--- config.mk ---
export PLATFORM = sky130hd
export DESIGN_NAME = mse_regfile
export DESIGN_NICKNAME = d
export VERILOG_FILES = /design/src/hw/rtl/mse_pkg.sv /design/src/hw/rtl/mse_regfile.sv
export SDC_FILE = /design/constraint.sdc
export NUM_CORES = 1
export LEC_CHECK = 0
export BUFFER_PORTS_ARGS = -buffer_cell sky130_fd_sc_hd__buf_2
export CAP_MARGIN = 10
export CORE_UTILIZATION = 31
export DETAILED_ROUTE_END_ITERATION = 6
export GPL_ROUTABILITY_DRIVEN = 0
export PLACE_DENSITY = 0.51
export SYNTH_ARGS = -nofsm -noshare
export SYNTH_HDL_FRONTEND = slang
export SYNTH_SLANG_ARGS = --single-unit
--- constraint.sdc ---
create_clock -name aclk -period 4.5 [get_ports aclk]
set_clock_uncertainty 0.2 [all_clocks]
set_input_delay 0.9 -clock aclk [delete_from_list [all_inputs] [get_ports aclk]]
set_output_delay 0.9 -clock aclk [all_outputs]
set_load 0.03 [all_outputs]
--- src/hw/rtl/mse_pkg.sv ---
`default_nettype none

package mse_pkg;

    localparam int MEM_WORDS = 1024;
    localparam int MEM_AW    = $clog2(MEM_WORDS);
    localparam int IDX_W     = 10;

    localparam logic [31:0] HALT_WORD = 32'hFFFF_FFFF;

    localparam logic [5:0] OP_RTYPE = 6'b000000;
    localparam logic [5:0] OP_LW    = 6'b100011;
    localparam logic [5:0] OP_SW    = 6'b101011;
    localparam logic [5:0] OP_ADDIU = 6'b001000;
    localparam logic [5:0] OP_BEQ   = 6'b000100;
    localparam logic [5:0] OP_J     = 6'b000010;

    localparam logic [5:0] FN_ADDU  = 6'b100000;
    localparam logic [5:0] FN_SUBU  = 6'b100010;
    localparam logic [5:0] FN_MULU  = 6'b011000;

    typedef enum logic [1:0] {
        FUNC_EXEC   = 2'd0,
        FUNC_MEM_WR = 2'd1,
        FUNC_MEM_RD = 2'd2,
        FUNC_NONE   = 2'd3
    } func_t;

    // source of the register writeback value
    typedef enum logic [1:0] {
        RV_NONE,
        RV_ALU,
        RV_MUL,
        RV_LOAD
    } rval_sel_t;

    // source of the reported memory word
    typedef enum logic {
        MV_REG,
        MV_LOAD
    } mval_sel_t;

    typedef struct packed {
        logic              en;
        logic              we;
        logic [MEM_AW-1:0] idx;
        logic [31:0]       wdata;
    } mem_req_t;

    typedef struct packed {
        logic        en;
        logic [4:0]  idx;
        logic [31:0] data;
    } rf_wr_t;

    typedef struct packed {
        logic [31:0] npc;
        logic        taken;
        rval_sel_t   rval_sel;
        logic [4:0]  ridx;
        logic [31:0] alu;
        logic [31:0] mul;
        mem_req_t    mem;
        mval_sel_t   mval_sel;
        logic [31:0] mval;
        logic        set_halt;
    } exec_res_t;

endpackage

`default_nettype wire

--- src/hw/rtl/mse_regfile.sv ---
`default_nettype none

module mse_regfile
    import mse_pkg::*;
(
    input  wire logic        aclk,
    input  wire logic        aresetn,
    input  wire logic        rd_en,
    input  wire logic [4:0]  rs_addr,
    input  wire logic [4:0]  rt_addr,
    input  wire rf_wr_t      wr,
    output logic      [31:0] rs_data,
    output logic      [31:0] rt_data
);

    logic [31:0] mem [32];
    logic [31:0] valid_reg;
    logic [31:0] rs_q_reg;
    logic [31:0] rt_q_reg;
    logic        rs_v_reg;
    logic        rt_v_reg;

    always_ff @(posedge aclk) begin
        if (wr.en) begin
            mem[wr.idx] <= wr.data;
        end
        if (rd_en) begin
            rs_q_reg <= mem[rs_addr];
            rt_q_reg <= mem[rt_addr];
        end
    end

    // an entry never written reads as zero
    always_ff @(posedge aclk) begin
        if (!aresetn) begin
            valid_reg <= '0;
            rs_v_reg  <= 1'b0;
            rt_v_reg  <= 1'b0;
        end else begin
            if (wr.en) begin
                valid_reg[wr.idx] <= 1'b1;
            end
            if (rd_en) begin
                rs_v_reg <= valid_reg[rs_addr];
                rt_v_reg <= valid_reg[rt_addr];
            end
        end
    end

    assign rs_data = rs_v_reg ? rs_q_reg : '0;
    assign rt_data = rt_v_reg ? rt_q_reg : '0;

endmodule

`default_nettype wire

==> summary.md <==
| Metric | Value |
|---|---|
| Asr flop ratio synth | `0` |
| Most frequent cell after synthesis | `edfxtp_1` |
| Via density | `5.55` |
| Routed Antenna Nets | `0` |
| RSZ-0062 raised after global routing | `false` |
| Hpwl dp | `82100 um` |
| Worst vdd ir | `0.000297 V` |
| Max FFs per register | `1024` |
| Rel. slew slack | `0.285` |
| Site Rows | `148` |
| H-tree Lvls | `3` |
| Flops & latches, synth | `1122` |
| Cell Area, Synth | `50700 um^2` |
| First-pass GRT wire length | `216000 um` |
| Top post-synthesis cells by count | `edfxtp_1, mux4_2, clkbuf_1, and2_1, mux2_2` |
| WL final | `155000 um` |
| Worst path arrival time | `2520 ps` |
| Hold crit path type | `reg2reg` |
| Die area | `165000 um^2` |
| DIE WIDTH | `407 um` |
| Mapped Cells | `2217` |
| Largest net degree at the start of global routing | `64` |
| Reg with most FFs | `mem` |
| Avg WL per Cell | `33.2 um` |
| Cts bufs inserted | `115` |
| Fin Setup TNS | `0 ps` |
| Register area share after synthesis | `0.657` |
| Fillers | `14900` |
| Synth cell types | `27` |
| Post-route clock period utilization | `0.804` |
| Setup-failing EPs final | `0` |
| CP max FO | `21` |
| Req. time, crit path | `3400 ps` |
| I/O pin count | `115` |
| Die height | `407 um` |
| Vias | `25900` |
| CTS root buf | `clkbuf_16` |
| Main area contributors after synthesis | `edfxtp_1, mux4_2, mux2_2, dfxtp_1, and2_1` |
| Worst-Margin Slew | `1070 ps` |
| Simple-Gate Fraction of Synth Area | `0.0151` |
| Core area | `163000 um^2` |
| Clock sink count | `1122` |
| Post-route DRC | `0` |
| Initial cell density of the core | `0.312` |
| Mux cell area share after synthesis | `0.305` |
| DRT iter0 DRCs | `2862` |
| Share of cells above drive strength 1 | `0.452` |
| Net Count, Synth | `2268` |
| Outcome | `finished clean` |
| Count of buffers from port buffering | `114` |
| Cell Pwr Density | `393 nW/um^2` |
| Final min period | `3620 ps` |
| Yosys top cell area share | `0.644` |
| Top cell type by total area after synthesis | `edfxtp_1` |
| Fmax | `276 MHz` |
| Setup crit end kind | `primary output` |
| Setup bufs post-CTS | `0` |
| Initial antenna violation count | `18` |
| CTS resizes | `0` |
| Fraction of synthesized cell area in xor and xnor cells | `0` |
| Yosys warning count | `0` |
| Worst setup path class | `reg2out` |
| Slew Viols, Final | `0` |
| Compound-Gate Fraction of Synth Area | `0.00727` |
| Clock latency on the worst-skew pair | `720 ps` |
| GRT overflow | `0` |
| Top_reg_cell synth | `edfxtp_1` |
| First-pass DRT Iterations | `5` |
| Total power | `23000 uW` |
| Reg clk slew, reported paths | `70 ps` |
| P_leak | `0.0181 uW` |
| Total Routing Usage GR | `0.188` |
| NumNets Final | `2435` |
| Number of synthesized flops with an enable pin | `1088` |
| Maxcap violations | `0` |
| Clock Tree Buf Depth | `3` |
| CTS tree | `yes` |
| Post-CTS Hold Fix Bufs | `0` |
| Area grow syn2layout | `15.4%` |
| Post-synthesis adder-cell area fraction | `0` |
| Syn_area_per_cell | `22.9 um^2` |
| Vias in the first global route | `27800` |
| Final hold violations | `0` |
| Main combinational cell family by area after synthesis | `multiplexers` |
| Worst Setup Start Kind | `flop` |
area by class of cell:
type	instances	area [um^2]	area share
tap	2175	2720	0.0465
sequential	1122	33400	0.570
multi-input combinational	928	16800	0.287
clock buffer	156	3180	0.0543
timing repair buffer	217	1980	0.0339
clock inverter	59	470	0.00803
antenna	6	15.0	0.000256
cell families (layout without fill, tap and decap cells):
family / Yosys count / in the layout
compound gates: 52 / 52
flops: 1122 / 1122
buf+inv: 167 / 432
simple gates: 140 / 140
other cells: 0 / 6
mux: 736 / 736
per-stage QoR:
step                hold WS (ps)  utilization  setup slack (ps)  instances  area (um^2)
floorplan                    261            -               933       2217        50700
global placement             272        0.338               883       4442        54900
detailed placement           281        0.338               878       4442        54900
CTS                          296        0.360               721       4657        58500
global route                 314        0.360               740       4658        58500
finish                       293        0.360               883       4663        58600
worst paths after layout:
kind                                    from      endpoint  slack [ps]  depth (start not counted)
worst max-delay path                rt_v_reg    rt_data[6]         880                          3
worst min-delay path            valid_reg[7]  valid_reg[7]         290                          1
worst max register to register   mem[24][15]  rs_q_reg[15]        2340                          3
worst min register to register  valid_reg[7]  valid_reg[7]         290                          1
layout by cell type, fill, tap and decap left out, types with 11 or more instances in the layout:
master / Yosys / routed
buf_12: 0 / 46
clkbuf_16: 0 / 120
mux2_2: 64 / 64
mux4_2: 640 / 640
edfxtp_1: 1088 / 1088
and2_1: 66 / 66
clkinv_1: 0 / 19
nor2_4: 0 / 32
o21a_1: 32 / 32
clkbuf_1: 74 / 32
buf_4: 0 / 62
dfxtp_1: 34 / 32
mux2i_1: 32 / 32
buf_2: 46 / 103
nand2_1: 11 / 11
clkinv_2: 0 / 25
critical path, stage by stage (launching register included):
cell	delay (ps)
dfxtp_2	840
buf_4	470
and2_1	220
buf_2	210
routing by layer:
| metal | part of all wire | track usage | up-vias |
|---|---|---|---|
| li1 | - | - | 10200 |
| met1 | 0.42 | 0.256 | 14300 |
| met2 | 0.48 | 0.301 | 1115 |
| met3 | 0.081 | 0.0427 | 240 |
| met4 | 0.027 | 0.0565 | 16 |
| met5 | 0.00066 | 0 | - |
power by group:
part	switching [uW]	internal (uW)
registers	98.2	11700
logic	986	860
clock network	4060	5320
total	5150	17800
No activity file was read; power rests on OpenSTA's default activity.
