`src/hw/rtl/mse_pkg.sv`:
```
`default_nettype none

package mse_pkg;

    localparam int MEM_WORDS = 1024;
    localparam int MEM_AW    = $clog2(MEM_WORDS);
    localparam int IDX_W     = 10;

    localparam logic [31:0] HALT_WORD = 32'hFFFF_FFFF;

    localparam logic [5:0] OP_RTYPE = 6'b000000;
    localparam logic [5:0] OP_LW    = 6'b100011;
    localparam logic [5:0] OP_SW    = 6'b101011;
    localparam logic [5:0] OP_ADDIU = 6'b001000;
    localparam logic [5:0] OP_BEQ   = 6'b000100;
    localparam logic [5:0] OP_J     = 6'b000010;

    localparam logic [5:0] FN_ADDU  = 6'b100000;
    localparam logic [5:0] FN_SUBU  = 6'b100010;
    localparam logic [5:0] FN_MULU  = 6'b011000;

    typedef enum logic [1:0] {
        FUNC_EXEC   = 2'd0,
        FUNC_MEM_WR = 2'd1,
        FUNC_MEM_RD = 2'd2,
        FUNC_NONE   = 2'd3
    } func_t;

    // source of the register writeback value
    typedef enum logic [1:0] {
        RV_NONE,
        RV_ALU,
        RV_MUL,
        RV_LOAD
    } rval_sel_t;

    // source of the reported memory word
    typedef enum logic {
        MV_REG,
        MV_LOAD
    } mval_sel_t;

    typedef struct packed {
        logic              en;
        logic              we;
        logic [MEM_AW-1:0] idx;
        logic [31:0]       wdata;
    } mem_req_t;

    typedef struct packed {
        logic        en;
        logic [4:0]  idx;
        logic [31:0] data;
    } rf_wr_t;

    typedef struct packed {
        logic [31:0] npc;
        logic        taken;
        rval_sel_t   rval_sel;
        logic [4:0]  ridx;
        logic [31:0] alu;
        logic [31:0] mul;
        mem_req_t    mem;
        mval_sel_t   mval_sel;
        logic [31:0] mval;
        logic        set_halt;
    } exec_res_t;

endpackage

`default_nettype wire

```
`src/hw/rtl/mse_exec.sv`:
```
`default_nettype none

module mse_exec
    import mse_pkg::*;
(
    input  wire func_t       func,
    input  wire logic [31:0] word,
    input  wire logic [9:0]  addr,
    input  wire logic [31:0] a,
    input  wire logic [31:0] b,
    input  wire logic [31:0] pc,
    input  wire logic        halted,
    output exec_res_t        res
);

    logic [5:0]  op;
    logic [5:0]  fn;
    logic [4:0]  rt;
    logic [4:0]  rd;
    logic [31:0] imm;
    logic [31:0] seq;
    logic [31:0] sum_ai;
    rval_sel_t   sel;
    logic [4:0]  dst;

    assign op     = word[31:26];
    assign fn     = word[5:0];
    assign rt     = word[20:16];
    assign rd     = word[15:11];
    assign imm    = {{16{word[15]}}, word[15:0]};
    assign seq    = pc + 32'd4;
    assign sum_ai = a + imm;

    always_comb begin
        res          = '0;
        res.npc      = pc;
        res.rval_sel = RV_NONE;
        res.mval_sel = MV_REG;
        res.mul      = a * b;
        sel          = RV_NONE;
        dst          = '0;
        unique case (func)
            FUNC_MEM_WR: begin
                res.mem.en    = 1'b1;
                res.mem.we    = 1'b1;
                res.mem.idx   = MEM_AW'(addr);
                res.mem.wdata = word;
                res.mval      = word;
            end
            FUNC_MEM_RD: begin
                res.mem.en   = 1'b1;
                res.mem.idx  = MEM_AW'(addr);
                res.mval_sel = MV_LOAD;
            end
            FUNC_EXEC: begin
                if (!halted) begin
                    if (word == HALT_WORD) begin
                        res.set_halt = 1'b1;
                    end else begin
                        res.npc = seq;
                        unique case (op)
                            OP_RTYPE: begin
                                dst = rd;
                                if (fn == FN_ADDU) begin
                                    sel     = RV_ALU;
                                    res.alu = a + b;
                                end else if (fn == FN_SUBU) begin
                                    sel     = RV_ALU;
                                    res.alu = a - b;
                                end else if (fn == FN_MULU) begin
                                    sel = RV_MUL;
                                end
                            end
                            OP_ADDIU: begin
                                sel     = RV_ALU;
                                dst     = rt;
                                res.alu = sum_ai;
                            end
                            OP_LW: begin
                                sel          = RV_LOAD;
                                dst          = rt;
                                res.mem.en   = 1'b1;
                                res.mem.idx  = MEM_AW'(sum_ai);
                                res.mval_sel = MV_LOAD;
                            end
                            OP_SW: begin
                                res.mem.en    = 1'b1;
                                res.mem.we    = 1'b1;
                                res.mem.idx   = MEM_AW'(sum_ai);
                                res.mem.wdata = b;
                                res.mval      = b;
                            end
                            OP_BEQ: begin
                                if (a == b) begin
                                    res.taken = 1'b1;
                                    res.npc   = seq + {imm[29:0], 2'b00};
                                end
                            end
                            OP_J: begin
                                res.taken = 1'b1;
                                res.npc   = {seq[31:28], word[25:0], 2'b00};
                            end
                            default: ;
                        endcase
                        // drop writes to register zero
                        if (sel != RV_NONE && dst != 5'd0) begin
                            res.rval_sel = sel;
                            res.ridx     = dst;
                        end
                    end
                end
            end
            FUNC_NONE: ;
        endcase
    end

endmodule

`default_nettype wire

```
`config.mk`:
```
export PLATFORM = sky130hd
export DESIGN_NAME = mse_exec
export DESIGN_NICKNAME = d
export VERILOG_FILES = /design/src/hw/rtl/mse_pkg.sv /design/src/hw/rtl/mse_exec.sv
export SDC_FILE = /design/constraint.sdc
export NUM_CORES = 2
export LEC_CHECK = 0
export BUFFER_PORTS_ARGS = -buffer_cell sky130_fd_sc_hd__buf_2
export CORE_ASPECT_RATIO = 1.1
export CORE_UTILIZATION = 35
export DETAILED_ROUTE_END_ITERATION = 7
export GPL_ROUTABILITY_DRIVEN = 0
export PLACE_DENSITY = 0.61
export SLEW_MARGIN = 15
export SYNTH_ARGS = -nofsm -noshare
export SYNTH_HDL_FRONTEND = slang
export SYNTH_SLANG_ARGS = --single-unit
```
`constraint.sdc`:
```
create_clock -name vclk -period 25.5
set_input_delay 5.1 -clock vclk [all_inputs]
set_output_delay 5.1 -clock vclk [all_outputs]
set_load 0.005 [all_outputs]
```
==> flow_summary.yaml <==
synth:
  netlist_top_cells_count: "inv_1 (479), fa_1 (412), nand2_1 (315), and2_1 (280), ha_1 (250)"
  yosys.cell_types.count: 72
  syn-cell-area_mm2: 0.0242
  synthTopCellsByArea: "fa_1 (34%), ha_1 (13%), inv_1 (7.4%)"
  synth.avg_cell_area_um2: 7.97
  seq_area_frac_synth_pct: 0
  syn_nets: 3836
  yosysMostFrequentCell: "inv_1"
  synth_cells: 3033
  ys_warn_count: 0
  yosysTopAreaCell: "fa_1"
  yosysTopAreaCellShare_pct: 34.1
sta:
  period_needed_ns: 17.95
  fin_hold_ws_ns: 10.46
  report.final.slew_viol_count: 0
  worst_slew_pin_slew_ns: 1.03
  setup_viol: 0
  fmax_mhz: 55.7
  finalHoldViolations: 0
  finalSetupTns_ns: 0
  slew_headroom_pct: 30.8
  rsz0062_at_grt: "no"
  timing.final.crit_share_pct: 70.4
worst_setup_path:
  crit_cells: 24
  cpMostUsedCell: "fa_1"
  crit_fanout: 30
  slowest_delay_ns: 0.63
  crit_family: "adder cells"
  crit_chain: "buf_2, and2_1, fa_1, inv_1, fa_1, fa_1, fa_1, inv_1, fa_1, inv_1, fa_1, inv_1, fa_1, fa_1, ha_1, or4_1, o311ai_0, a31oi_1, nor2_1, o21ai_0, a21o_1, a21oi_1, xnor2_1, buf_2"
  required_ns: 20.40
  arrival_ns: 12.85
  crit_type: "input pin to output port"
  worstSetupStartpointType: "input pin"
  endpoint_kind: "output port"
  critPathBufInv: 6
  cp_slowest_cell: "o311ai_0"
final_layout:
  area_growth_pct: 8.78
  register_area_um2: 0
  design.seq.count: 0
  final_area_mm2: 0.0263
  nNetsFinal: 3994
  num-clock-buffers: 0
  drive_gt1_share_pct: 11.5
  final_util_pct: 38.7
routing:
  wirelength_um: 88500
  dr.pass1.iters: 5
  vias: 22200
  antenna_left: 0
  drc: 0
  first_iter_violations: 1664
  viasPerCell: 5.39
  routedWlPerCell_um: 21.5
outcome:
  outcome: "complete, no violations"
floorplanning:
  ioPinCount: 323
  die_y_um: 278
  die_area_mm2: 0.0701
  die_w_um: 253
  core_mm2: 0.0679
  rows: 100
  initial_core_util_pct: 35.6
run:
  cap_violations: 0
grt:
  antenna_found_initial: 12
  grt_first_pass_wirelength_um: 137000
  grt_overflow: 0
  grt_pass1_vias: 22800
  grt_use_total_pct: 25.3
  grt_max_degree: 52
clock_tree:
  post_cts_buffers: 0
  cts_hold_buf: 0
  cts_resized: 0
place:
  hpwlAfterDp_um: 71500
  port_buffers: 323
  dpl_cell_area_mm2: 0.0263
hold_path:
  holdCritPathClass: "input pin to output port"
  min_path_cells: 3
==> placed cells by master, fill, tap and decap left out, drive strengths merged, types with 16 or more instances in the layout <==
cell type,count
xor2,62
nand4,26
a21oi,142
a211oi,18
nand3,31
nor3,28
buf,340
o21ai,79
o21a,18
nand2,315
fa,412
a22o,32
ha,250
o21bai,22
xnor2,131
and2,280
and3,18
a31oi,35
a22oi,52
nor2,178
inv,479
nor2b,16
a21o,54
==> path summary, 6_finish.rpt <==
kind	start	end	slack (ns)
worst max-delay path	b[3]	res[106]	7.55
worst min-delay path	pc[31]	res[181]	10.46
==> kinds of logic (layout without fill, tap and decap cells) <==
group	count (synthesis)	count (layout)	synth area share, %
simple gates	960	960	19.6
mux	7	7	0.295
other cells	0	9	0
fa+ha+maj	662	662	47.1
buf+inv	664	820	10.8
compound gates	547	547	15.2
xor+xnor	193	193	6.99
==> routing by layer <==
layer  vias up  global-route usage, %  wire length [um]
met5         -                      0                58
met2      1056                   41.7             41000
met3       202                   4.03              7420
li1      10100                      -                 -
met4        10                   10.7              4100
met1     10900                   32.6             35900
==> metrics by stage <==
step | instances | setup WS, ns
finish | 4116 | 7.55
global route | 4114 | 7.10
CTS | 4107 | 7.44
detailed placement | 4107 | 7.49
global placement | 4107 | 7.52
floorplan | 3033 | 8.35
==> area by class of cell <==
class / instances / area (um2)
repair buffers: 340 / 1740
inverters: 480 / 1800
multi-input cells: 2369 / 21600
fillers: 7167 / 41600
well taps: 918 / 1150
diodes: 9 / 22.5
Power is left out: the tool's default activity adds up to more than one toggle a clock period on the data nets, which glitch-free logic cannot reach.
